`config.mk`:
```
export PLATFORM = sky130hd
export DESIGN_NAME = c_comment_stripper
export DESIGN_NICKNAME = d
export VERILOG_FILES = /design/src/hdl/ccs_pkg.sv /design/src/hdl/ccs_front.sv /design/src/hdl/ccs_fifo.sv /design/src/hdl/ccs_back.sv /design/src/hdl/c_comment_stripper.sv
export SDC_FILE = /design/constraint.sdc
export NUM_CORES = 1
export LEC_CHECK = 0
export BUFFER_PORTS_ARGS = -buffer_cell sky130_fd_sc_hd__buf_2
export CORE_ASPECT_RATIO = 0.9
export CORE_MARGIN = 10
export CORE_UTILIZATION = 30
export CTS_CLUSTER_SIZE = 24
export DETAILED_ROUTE_END_ITERATION = 8
export HOLD_SLACK_MARGIN = 0.08
export PLACE_DENSITY = 0.5
export SLEW_MARGIN = 20
export SYNTH_ARGS = -nofsm -noshare
export SYNTH_HDL_FRONTEND = slang
export SYNTH_SLANG_ARGS = --single-unit
```
`constraint.sdc`:
```
create_clock -name clk -period 2.6 [get_ports clk]
set_clock_uncertainty 0.05 [all_clocks]
set_input_delay 0.39 -clock clk [delete_from_list [all_inputs] [get_ports clk]]
set_output_delay 0.39 -clock clk [all_outputs]
set_load 0.005 [all_outputs]
```
`src/hdl/ccs_pkg.sv`:
```
`timescale 1ns / 1ps
// ----------------------------------------------------------------------------
// ccs_pkg - shared types and constants of the comment stripper
// Character codes, the result record and the queue entry that carries the
// one or two results raised by a single source byte.
// ----------------------------------------------------------------------------
package ccs_pkg;

	localparam logic [7:0] CH_SLASH  = 8'h2F;
	localparam logic [7:0] CH_STAR   = 8'h2A;
	localparam logic [7:0] CH_SPACE  = 8'h20;
	localparam logic [7:0] CH_ZERO   = 8'h00;
	localparam logic [7:0] CH_BSLASH = 8'h5C;
	localparam logic [7:0] CH_DQUOTE = 8'h22;
	localparam logic [7:0] CH_SQUOTE = 8'h27;
	localparam logic [7:0] CH_LF     = 8'h0A;
	localparam logic [7:0] CH_CR     = 8'h0D;

	typedef struct packed {
		logic       unterminated_comment;
		logic       end_of_text;
		logic [7:0] out_byte;
	} result_t;

	// first goes out before second; second is valid only when two is set
	typedef struct packed {
		logic    two;
		result_t first;
		result_t second;
	} entry_t;

endpackage

```
`src/hdl/ccs_front.sv`:
```
`timescale 1ns / 1ps
// ----------------------------------------------------------------------------
// ccs_front - scanner front end
// Accepts one source byte per cycle while the queue has room, tracks comment
// and quote context and pushes one queue entry per byte, save a held slash.
// ----------------------------------------------------------------------------
module ccs_front import ccs_pkg::*; (
	input  logic       clk,
	input  logic       arst_n,
	input  logic       in_valid,
	output logic       in_ready,
	input  logic [7:0] in_byte,
	input  logic       q_full,
	output logic       push,
	output entry_t     push_data
);

	typedef enum logic [2:0] {
		MODE_NORMAL,
		MODE_SLASH,
		MODE_LINE,
		MODE_BLOCK,
		MODE_BLOCK_STAR,
		MODE_QUOTE,
		MODE_QUOTE_ESC
	} mode_t;

	mode_t mode_q;
	logic  quote_single_q;

	mode_t   mode_d;
	logic    quote_single_d;
	logic    accept;
	logic    emit;
	entry_t  entry;

	// normal-text handling of the current byte, independent of the mode
	mode_t   nb_mode;
	logic    nb_single;
	logic    nb_emit;
	result_t nb_res;

	logic    line_end;
	result_t eot_res;
	result_t byte_res;
	result_t space_res;

	assign accept   = in_valid && !q_full;
	assign in_ready = !q_full;
	assign line_end = (in_byte == CH_LF) || (in_byte == CH_CR);

	always_comb begin
		byte_res  = '{unterminated_comment: 1'b0, end_of_text: 1'b0, out_byte: in_byte};
		space_res = '{unterminated_comment: 1'b0, end_of_text: 1'b0, out_byte: CH_SPACE};
		eot_res   = '{unterminated_comment: 1'b0, end_of_text: 1'b1, out_byte: CH_ZERO};

		nb_mode   = MODE_NORMAL;
		nb_single = quote_single_q;
		nb_emit   = 1'b1;
		nb_res    = byte_res;
		if (in_byte == CH_ZERO) begin
			nb_single = 1'b0;
			nb_res    = eot_res;
		end else if (in_byte == CH_SLASH) begin
			nb_mode = MODE_SLASH;
			nb_emit = 1'b0;
		end else if (in_byte == CH_DQUOTE || in_byte == CH_SQUOTE) begin
			nb_mode   = MODE_QUOTE;
			nb_single = (in_byte == CH_SQUOTE);
		end
	end

	always_comb begin
		mode_d         = mode_q;
		quote_single_d = quote_single_q;
		emit           = 1'b1;
		entry.two      = 1'b0;
		entry.first    = byte_res;
		entry.second   = nb_res;

		case (mode_q)
			MODE_SLASH: begin
				if (in_byte == CH_SLASH || in_byte == CH_STAR) begin
					entry.two    = 1'b1;
					entry.first  = space_res;
					entry.second = space_res;
					mode_d       = (in_byte == CH_SLASH) ? MODE_LINE : MODE_BLOCK;
				end else begin
					// release the held slash, then treat the byte as normal text
					entry.first.out_byte = CH_SLASH;
					entry.two            = nb_emit;
					mode_d               = nb_mode;
					quote_single_d       = nb_single;
				end
			end
			MODE_LINE: begin
				if (in_byte == CH_ZERO) begin
					entry.first    = eot_res;
					mode_d         = MODE_NORMAL;
					quote_single_d = 1'b0;
				end else if (line_end) begin
					mode_d = MODE_NORMAL;
				end else begin
					entry.first = space_res;
				end
			end
			MODE_BLOCK, MODE_BLOCK_STAR: begin
				if (in_byte == CH_ZERO) begin
					entry.first                      = eot_res;
					entry.first.unterminated_comment = 1'b1;
					mode_d                           = MODE_NORMAL;
					quote_single_d                   = 1'b0;
				end else if (line_end) begin
					mode_d = MODE_BLOCK;
				end else begin
					entry.first = space_res;
					if (mode_q == MODE_BLOCK_STAR && in_byte == CH_SLASH)
						mode_d = MODE_NORMAL;
					else
						mode_d = (in_byte == CH_STAR) ? MODE_BLOCK_STAR : MODE_BLOCK;
				end
			end
			MODE_QUOTE: begin
				if (in_byte == CH_ZERO) begin
					entry.first    = eot_res;
					mode_d         = MODE_NORMAL;
					quote_single_d = 1'b0;
				end else if (in_byte == (quote_single_q ? CH_SQUOTE : CH_DQUOTE)) begin
					mode_d         = MODE_NORMAL;
					quote_single_d = 1'b0;
				end else if (in_byte == CH_BSLASH) begin
					mode_d = MODE_QUOTE_ESC;
				end
			end
			MODE_QUOTE_ESC: begin
				if (in_byte == CH_ZERO) begin
					entry.first    = eot_res;
					mode_d         = MODE_NORMAL;
					quote_single_d = 1'b0;
				end else begin
					mode_d = MODE_QUOTE;
				end
			end
			default: begin
				emit           = nb_emit;
				entry.first    = nb_res;
				mode_d         = nb_mode;
				quote_single_d = nb_single;
			end
		endcase
	end

	assign push      = accept && emit;
	assign push_data = entry;

	always_ff @(posedge clk or negedge arst_n) begin
		if (!arst_n) begin
			mode_q         <= MODE_NORMAL;
			quote_single_q <= 1'b0;
		end else if (accept) begin
			mode_q         <= mode_d;
			quote_single_q <= quote_single_d;
		end
	end

endmodule

```
`src/hdl/ccs_fifo.sv`:
```
`timescale 1ns / 1ps
// ----------------------------------------------------------------------------
// ccs_fifo - entry queue between scanner and output stage
// Small register queue, one push and one pop per cycle, head shown directly.
// ----------------------------------------------------------------------------
module ccs_fifo import ccs_pkg::*; #(
	parameter int DEPTH = 4
) (
	input  logic   clk,
	input  logic   arst_n,
	input  logic   push,
	input  entry_t push_data,
	output logic   full,
	input  logic   pop,
	output entry_t pop_data,
	output logic   empty
);

	localparam int PTR_W = (DEPTH > 1) ? $clog2(DEPTH) : 1;
	localparam int CNT_W = $clog2(DEPTH + 1);

	entry_t             mem_q [DEPTH];
	logic [PTR_W-1:0]   wr_ptr_q;
	logic [PTR_W-1:0]   rd_ptr_q;
	logic [CNT_W-1:0]   count_q;

	assign full     = (count_q == CNT_W'(DEPTH));
	assign empty    = (count_q == '0);
	assign pop_data = mem_q[rd_ptr_q];

	always_ff @(posedge clk) begin
		if (push)
			mem_q[wr_ptr_q] <= push_data;
	end

	always_ff @(posedge clk or negedge arst_n) begin
		if (!arst_n) begin
			wr_ptr_q <= '0;
			rd_ptr_q <= '0;
			count_q  <= '0;
		end else begin
			if (push)
				wr_ptr_q <= (wr_ptr_q == PTR_W'(DEPTH - 1)) ? '0 : wr_ptr_q + 1'b1;
			if (pop)
				rd_ptr_q <= (rd_ptr_q == PTR_W'(DEPTH - 1)) ? '0 : rd_ptr_q + 1'b1;
			if (push && !pop)
				count_q <= count_q + 1'b1;
			else if (pop && !push)
				count_q <= count_q - 1'b1;
		end
	end

endmodule

```
`src/hdl/ccs_back.sv`:
```
`timescale 1ns / 1ps
// ----------------------------------------------------------------------------
// ccs_back - output stage
// Drains queue entries one result per transfer through an output register,
// holding the second result of a two-result entry in a side register.
// ----------------------------------------------------------------------------
module ccs_back import ccs_pkg::*; (
	input  logic    clk,
	input  logic    arst_n,
	input  logic    q_empty,
	input  entry_t  q_data,
	output logic    pop,
	output logic    out_valid,
	input  logic    out_ready,
	output result_t out_res
);

	logic    out_valid_q;
	result_t out_q;
	logic    second_pend_q;
	result_t second_q;
	logic    load;

	assign load      = !out_valid_q || out_ready;
	assign pop       = load && !second_pend_q && !q_empty;
	assign out_valid = out_valid_q;
	assign out_res   = out_q;

	always_ff @(posedge clk) begin
		if (load) begin
			if (second_pend_q)
				out_q <= second_q;
			else
				out_q <= q_data.first;
		end
		if (pop)
			second_q <= q_data.second;
	end

	always_ff @(posedge clk or negedge arst_n) begin
		if (!arst_n) begin
			out_valid_q   <= 1'b0;
			second_pend_q <= 1'b0;
		end else if (load) begin
			if (second_pend_q) begin
				out_valid_q   <= 1'b1;
				second_pend_q <= 1'b0;
			end else begin
				out_valid_q   <= !q_empty;
				second_pend_q <= !q_empty && q_data.two;
			end
		end
	end

endmodule

```
`src/hdl/c_comment_stripper.sv`:
```
`timescale 1ns / 1ps
// ----------------------------------------------------------------------------
// c_comment_stripper - blank comments in a C-like byte stream
// Replaces comment bytes by spaces, keeps strings and line ends, length kept.
// ----------------------------------------------------------------------------
// Usage:
//   Source bytes enter on the slave stream (s_*), one byte per transfer; a
//   zero byte ends the text. Results leave on the master stream (m_*): the
//   byte or a space, m_tlast on the echoed zero, m_tuser on that zero when
//   the text ended inside a block comment.
//   A slash is held until the next byte shows whether a comment opens, so
//   that byte produces two results; every other byte produces one.
//   The scanner classifies an accepted byte and writes the entry queue at the
//   accepting edge; the output register takes the queue head when free, and
//   the result is then valid on m_*.
//   Throughput: one byte per cycle in while the queue is not full and one
//   result per cycle out while m_tready is high; the output register is the
//   limit, so a byte that releases a held slash takes a transfer per result.
//   Reset returns the scanner to normal text and empties the queue.
//   When m_tready is low the output register holds, the queue of FIFO_DEPTH
//   entries fills, and s_tready drops only once it is full.
// ----------------------------------------------------------------------------
module c_comment_stripper import ccs_pkg::*; #(
	parameter int FIFO_DEPTH = 4
) (
	input  logic       clk,
	input  logic       arst_n,
	input  logic       s_tvalid,
	output logic       s_tready,
	input  logic [7:0] s_tdata,   // [7:0] in_byte
	output logic       m_tvalid,
	input  logic       m_tready,
	output logic [7:0] m_tdata,   // [7:0] out_byte
	output logic       m_tlast,   // end_of_text
	output logic       m_tuser    // [0] unterminated_comment
);

	logic    q_full;
	logic    q_empty;
	logic    push;
	logic    pop;
	entry_t  push_data;
	entry_t  pop_data;
	result_t out_res;

	ccs_front u_front (
		.clk       (clk),
		.arst_n    (arst_n),
		.in_valid  (s_tvalid),
		.in_ready  (s_tready),
		.in_byte   (s_tdata),
		.q_full    (q_full),
		.push      (push),
		.push_data (push_data)
	);

	ccs_fifo #(
		.DEPTH (FIFO_DEPTH)
	) u_fifo (
		.clk       (clk),
		.arst_n    (arst_n),
		.push      (push),
		.push_data (push_data),
		.full      (q_full),
		.pop       (pop),
		.pop_data  (pop_data),
		.empty     (q_empty)
	);

	ccs_back u_back (
		.clk       (clk),
		.arst_n    (arst_n),
		.q_empty   (q_empty),
		.q_data    (pop_data),
		.pop       (pop),
		.out_valid (m_tvalid),
		.out_ready (m_tready),
		.out_res   (out_res)
	);

	assign m_tdata = out_res.out_byte;
	assign m_tlast = out_res.end_of_text;
	assign m_tuser = out_res.unterminated_comment;

endmodule

```
; Yosys cells after proc, flatten, opt, wreduce, memory -nomap -nowiden
; Memories as Yosys holds them, arrays and structs flattened.
; Index checks and enable logic that the tools add are counted.
[word_totals]
register_bits = 33
output_inout_bits = 12
memories = 1
latchBits = 0
inputBits = 12
mem_bits_rw = 84
mem_bits_ro = 0
[mem_list]
columns = memory, words, word_bits, read_ports, rd_ports_with_merged_regs, write_ports, line
row1 = u_fifo.mem_q, 4, 21, 1, 0, 1, ccs_fifo.sv:22  ; entry_t mem_q [DEPTH];
[classes]
n_div = 0
eq_ne = 22
bitwise_logic = 0
n_reduce_logical = 26
add_sub_neg = 4
order_cmp = 0
mux = 47
mul = 0
shift = 0
[op_table]
columns = cell, n
row1 = 2-to-1 mux 3 bit, 17
row2 = 2-to-1 mux 10 bit, 5
row3 = "equality test 8 x 6 -> 1 bit, second input constant", 4
row4 = case mux 10 bit (3 select lines), 1
row5 = 2-to-1 mux 1 bit, 17
row6 = "equality test 8 x 4 -> 1 bit, second input constant", 2
row7 = case mux 3 bit (5 select lines), 1
row8 = "equality test 3 bit, second input constant", 4
row9 = 2-to-1 mux 9 bit, 1
row10 = "equality test 8 x 7 -> 1 bit, second input constant", 1
row11 = equality test 8 bit, 1
row12 = logical AND 1 bit, 8
row13 = zero test 8 bit, 1
row14 = 2-to-1 mux 8 bit, 1
row15 = "equality test 3 x 2 -> 1 bit, second input constant", 2
row16 = zero test 1 bit, 6
row17 = "!= test 3 x 1 -> 1 bit, second input constant", 2
row18 = OR reduction 6 bit, 1
row19 = "adder 2 x 1 -> 2 bit, second input constant", 2
row20 = "equality test 2 bit, second input constant", 2
row21 = logical OR 1 bit, 4
row22 = 2-to-1 mux 2 bit, 2
row23 = 2-to-1 mux 4 bit, 1
row24 = "!= test 4 x 1 -> 1 bit, second input constant", 1
row25 = 12 further kinds, 12

; Longest topological paths before layout
[logic_depth]
word_depth = 9
ltp_mapped = 11
ltp_nobuf = 9

; Cells and area by module
; Synthesis repeated with hierarchy kept, for this count alone.
[unflattened]
hier_cells = 304
hier_area_um2 = 5207.5
[by_module_without_submodules]
columns = module, area_per_inst_um2, seq_area_each_um2, n_inst, cells_each
row1 = ccs_fifo, 3480.8, 2697.6, 1, 147
row2 = ccs_front, 875.8, 100.1, 1, 118
row3 = ccs_back, 850.8, 650.6, 1, 39

; Worst setup path after synthesis
; Ideal clock, no wire load.
[synth_timing]
path_kind = reg-to-reg
startpoint = register u_back.out_valid_q, in the netlist u_back.out_valid
endpoint = register u_fifo.count_q[1]
slack_ps = -46
setup_time_ps = 125
t_arrival_ps = 2472
n_path_buf = 0
path_stages_with_launch = 8
period_less_slack_ps = 2646
cell_sequence = dfrtp_1 -> nor2b_1 -> nor3_1 -> inv_1 -> ha_1 -> inv_1 -> fa_1 -> mux2_2
[synth_via]
elab_chain_cells = 7
elab_cells_between_ends = 9
cone_classes = mux: 1 / reduce/logical: 8
[synth_lines]
columns = item, line
row1 = start: declaration, ccs_back.sv:18  ; logic out_valid_q;
row2 = start signal: assignment, ccs_back.sv:49  ; out_valid_q <= !q_empty;
row3 = zero test 1 bit (*), ccs_back.sv:24  ; assign load = !out_valid_q || out_ready;
row4 = logical OR 1 bit (*), ccs_back.sv:24
row5 = logical AND 1 bit (*) (2 in a row), ccs_back.sv:25  ; assign pop = load && !second_pend_q && !q_empty;
row6 = named net pop, c_comment_stripper.sv:41  ; logic pop;
row7 = zero test 1 bit, ccs_fifo.sv:46  ; if (push && !pop)
row8 = logical AND 1 bit, ccs_fifo.sv:46
row9 = 2-to-1 mux 3 bit / nonzero test 2 bit (equally long branches), -
row10 = end signal: assignment, ccs_fifo.sv:47  ; count_q <= count_q + 1'b1;
row11 = end signal: assignment, ccs_fifo.sv:49  ; count_q <= count_q - 1'b1;
row12 = end: declaration, ccs_fifo.sv:25  ; logic [CNT_W-1:0] count_q;
; Mark *: on every way through the listed nets, which the timed path passes. The rest lies on a longest branch.
; A chain may end at the register's enable or synchronous reset.

; Worst setup path in the final report
[layout_timing]
startpoint = register u_fifo.count_q[0]
endpoint = register u_fifo.count_q[1]
[layout_via]
elab_chain_cells = 7
elab_cells_between_ends = 16
cone_classes = add/sub: 2 / eq/ne: 1 / mux: 2 / reduce/logical: 11
[layout_lines]
columns = item, line
row1 = equality test 3 bit (*), ccs_fifo.sv:27  ; assign full = (count_q == CNT_W'(DEPTH));
row2 = zero test 1 bit (*), ccs_front.sv:48  ; assign accept = in_valid && !q_full;
row3 = logical AND 1 bit (*), ccs_front.sv:48
row4 = logical AND 1 bit (*), ccs_front.sv:153  ; assign push = accept && emit;
row5 = named net push, c_comment_stripper.sv:40  ; logic push;
row6 = zero test 1 bit, ccs_fifo.sv:48  ; else if (pop && !push)
row7 = logical AND 1 bit, ccs_fifo.sv:48
row8 = nonzero test 2 bit (no source line), -
; Mark *: on every way through the listed nets, which the timed path passes. The rest lies on a longest branch. The select of a mux whose other input is x is not followed.

==> results.md <==
* CP Data Required Time at 2.78 ns
* Die area at 21800 sq um
* CTS tree: built
* Max Freq at ~0.44 GHz
* Critical Path AT at 2.44 ns
* PortBufs at 23
* Total gr overflow at 0
* Worst-Skew Late Latency at 0.34 ns
* Crit-path max cell delay at about 0.50 ns
* Bufs on Longest Clock Path at 2
* Cell Rows at 44
* # DRC at 0
* DRT iter0 DRCs at 222
* CP cell instances: or3b_2, nand2_1, a21oi_1, ha_1, inv_1, fa_1, mux2_2
* WL per Instance at 17.9 um
* Post-synth EDFFs at 99
* Setup TNS at 0 ns
* GRT Overall Usage at 9.42%
* Crit Path Max Fanout at 4
* Top post-synthesis cells by count: edfxtp_1 (99), mux4_2 (20), nor2_1 (16)
* Count of final max-slew check failures at 0
* Largest net degree at the start of global routing at 21
* Yosys warning count at 0
* CTS Hold Bufs at 1
* Final setup violating endpoints at 0
* CTS root buffer: clkbuf_16
* Total Nets Final at 362
* Final Hold Fails at 0
* Post-synth top area share at 60.7%
* Final worst path period share at approximately 87%
* Hold Path Origin: s_tdata[7]
* Ys async rst share at 11.6%
* H-tree depth at 3
* Initial antenna violation count at 0
* Layout cells sized above 1 at 30.5%
* Syn-to-layout area delta at 15.6%
* Min Tclk post-route at 2.26 ns
* WHS at approximately 0.32 ns
* Die Y at 141 um
* Initial Util at 30.5%
* CP Launch Type: flip-flop
* First-pass GRT wire length at 15900 um
* Post-synthesis sequential area ratio at 67.3%
* Clock sinks at ~110
* Slowest cell on crit path: or3b_2
* VDD IR max at slightly above 400 uV
* Core Footprint at 16100 sq um
* P per Cell Area at about 1100 nW/um^2
* Vias per cell at 4.80
* Cts repair resizes at 0
* Cell with the most instances after synthesis: edfxtp_1
* Post-Syn Area at 4900 sq um
* Num CTS Buffers at 9
* Vias in the first global route at 2806
* Chip Width at 155 um
* Max-slew headroom at 67.5%
* Avg Inst Size Synth at 16.3 sq um
* Pleak at 0.00201 uW
* DP Wirelength at 6750 um
* Drt pass-1 iters at 4
* Final wirelength at 9940 um
* GPL Wtd Cong at 0.836
* Worst-path clk slew at 0.07 ns
* Hold Crit Class: input pin to flip-flop
* Slew @ Worst Pin at 0.487 ns
* Yosys cell types at between 50 and 60
* Top FF cell, synth: edfxtp_1
* Synth area leaders: edfxtp_1 (61%), mux4_2 (9.2%), dfrtp_1 (6.6%)
* Critical path startpoint: u_fifo.count_q[0]
* ANT cells at 0
* RSZ-0062 raised after global routing: false
* RR Startpoint: u_fifo.count_q[0]
* Outcome: completed
* Element type at the critical path end: flip-flop
* Max-Cap Viols at 0
* Synth area leader: edfxtp_1
* I/O pin count at 24
* #FFs+latches synth at about 110
* Post-CTS Setup Bufs at 0
* Post-route ant nets at 0
* Cells after Synth at 300
* Via count at around 2.7k
* Critical path class: flip-flop to flip-flop
* Mapped Nets at about 320
logic make-up (layout without fill, tap and decap cells):
family                   after synthesis  count (layout)  share of synthesized area [%]
buffers and inverters                 27              75                           2.45
XOR/XNOR                               6               6                           1.07
flip-flops                           112             112                           67.3
AO/OA/AOI/OAI                         33              33                           4.93
multiplexers                          34              34                           12.5
AND/OR/NAND/NOR                       81              81                           9.76
adder cells (fa/ha/maj)                7               7                           1.94
power breakdown:
| group | switching [uW] | internal (uW) | total (uW) |
|---|---|---|---|
| clock network | 623 | 655 | 1280 |
| logic | 1110 | 987 | 2090 |
| registers | 176 | 2680 | 2860 |
flip-flops by register name, summed over array words and instances (netlist names):
| register | count |
|---|---|
| u_fifo.mem_q | 80 |
| u_fifo.count_q | 3 |
| u_front.quote_single_q | 1 |
| u_fifo.wr_ptr_q | 2 |
| u_front.mode_q | 3 |
| u_back.second_pend_q | 1 |
| u_back.out_res | 10 |
| u_back.out_valid | 1 |
| u_back.second_q | 9 |
| u_fifo.rd_ptr_q | 2 |
worst max-delay path: cells and delay by family (launching register included):
family / cells / cell delay [ns]
and+or+nand+nor: 2 / 0.64
adders and majority gates: 2 / 0.62
DFF: 1 / 0.43
muxes: 1 / 0.26
buffers and inverters: 1 / 0.09
AOI/OAI and AO/OA: 1 / 0.07
routing by layer:
layer / GRT usage [%] / vias up / share of wire (%)
met5: 0 / - / 0
met4: 3.92 / 0 / 1.5
met3: 2.55 / 10 / 4.9
met2: 14.8 / 59 / 47
met1: 12.0 / 1334 / 47
li1: - / 1260 / -
final timing paths:
kind / end / slack, ns / cells past startpoint
max in group asynchronous: u_front.mode_q[1] / 1.81 / 2
worst max register to register: u_fifo.count_q[1] / 0.34 / 7
worst max-delay path: u_fifo.count_q[1] / 0.34 / 7
worst min-delay path: u_fifo.mem_q[1][7] / 0.32 / 1
min in group asynchronous: u_back.out_valid / 0.43 / 2
worst min register to register: u_fifo.count_q[2] / 0.44 / 1
layout make-up:
cell class / instances / area (sq um)
clock buffers: 10 / 229
clock inverters: 6 / 42.5
flip-flops and latches: 112 / 3300
inverters: 10 / 37.5
repair buffers: 49 / 313
multi-input cells: 161 / 1480
well taps: 207 / 259
fillers: 1548 / 10400
through the flow:
| step | instance area (sq um) | std cells | worst slack, ns | power, uW | utilization (%) |
|---|---|---|---|---|---|
| after floorplan | 4900 | 300 | 0.0527 | 4320 | - |
| after global placement | 5380 | 538 | 0.198 | 5020 | 33.5 |
| after detailed placement | 5380 | 538 | 0.199 | 5040 | 33.5 |
| after CTS | 5660 | 555 | 0.286 | 6330 | 35.2 |
| after global routing | 5660 | 555 | 0.207 | 6640 | 35.2 |
| final | 5660 | 555 | 0.337 | 6230 | 35.2 |
placed cells by master, fill, tap and decap left out, types with 6 or more instances in the layout:
cell,Yosys,routed
a21oi_1,6,6
buf_2,5,23
buf_4,0,25
clkbuf_16,0,9
dfrtp_1,13,13
edfxtp_1,99,99
ha_1,6,6
inv_1,10,10
mux2_2,13,13
mux4_2,20,20
nand2_1,11,11
nand3_1,7,7
nor2_1,16,16
nor2b_1,7,7
nor4_1,7,7
(Power assumes the default switching activity.)
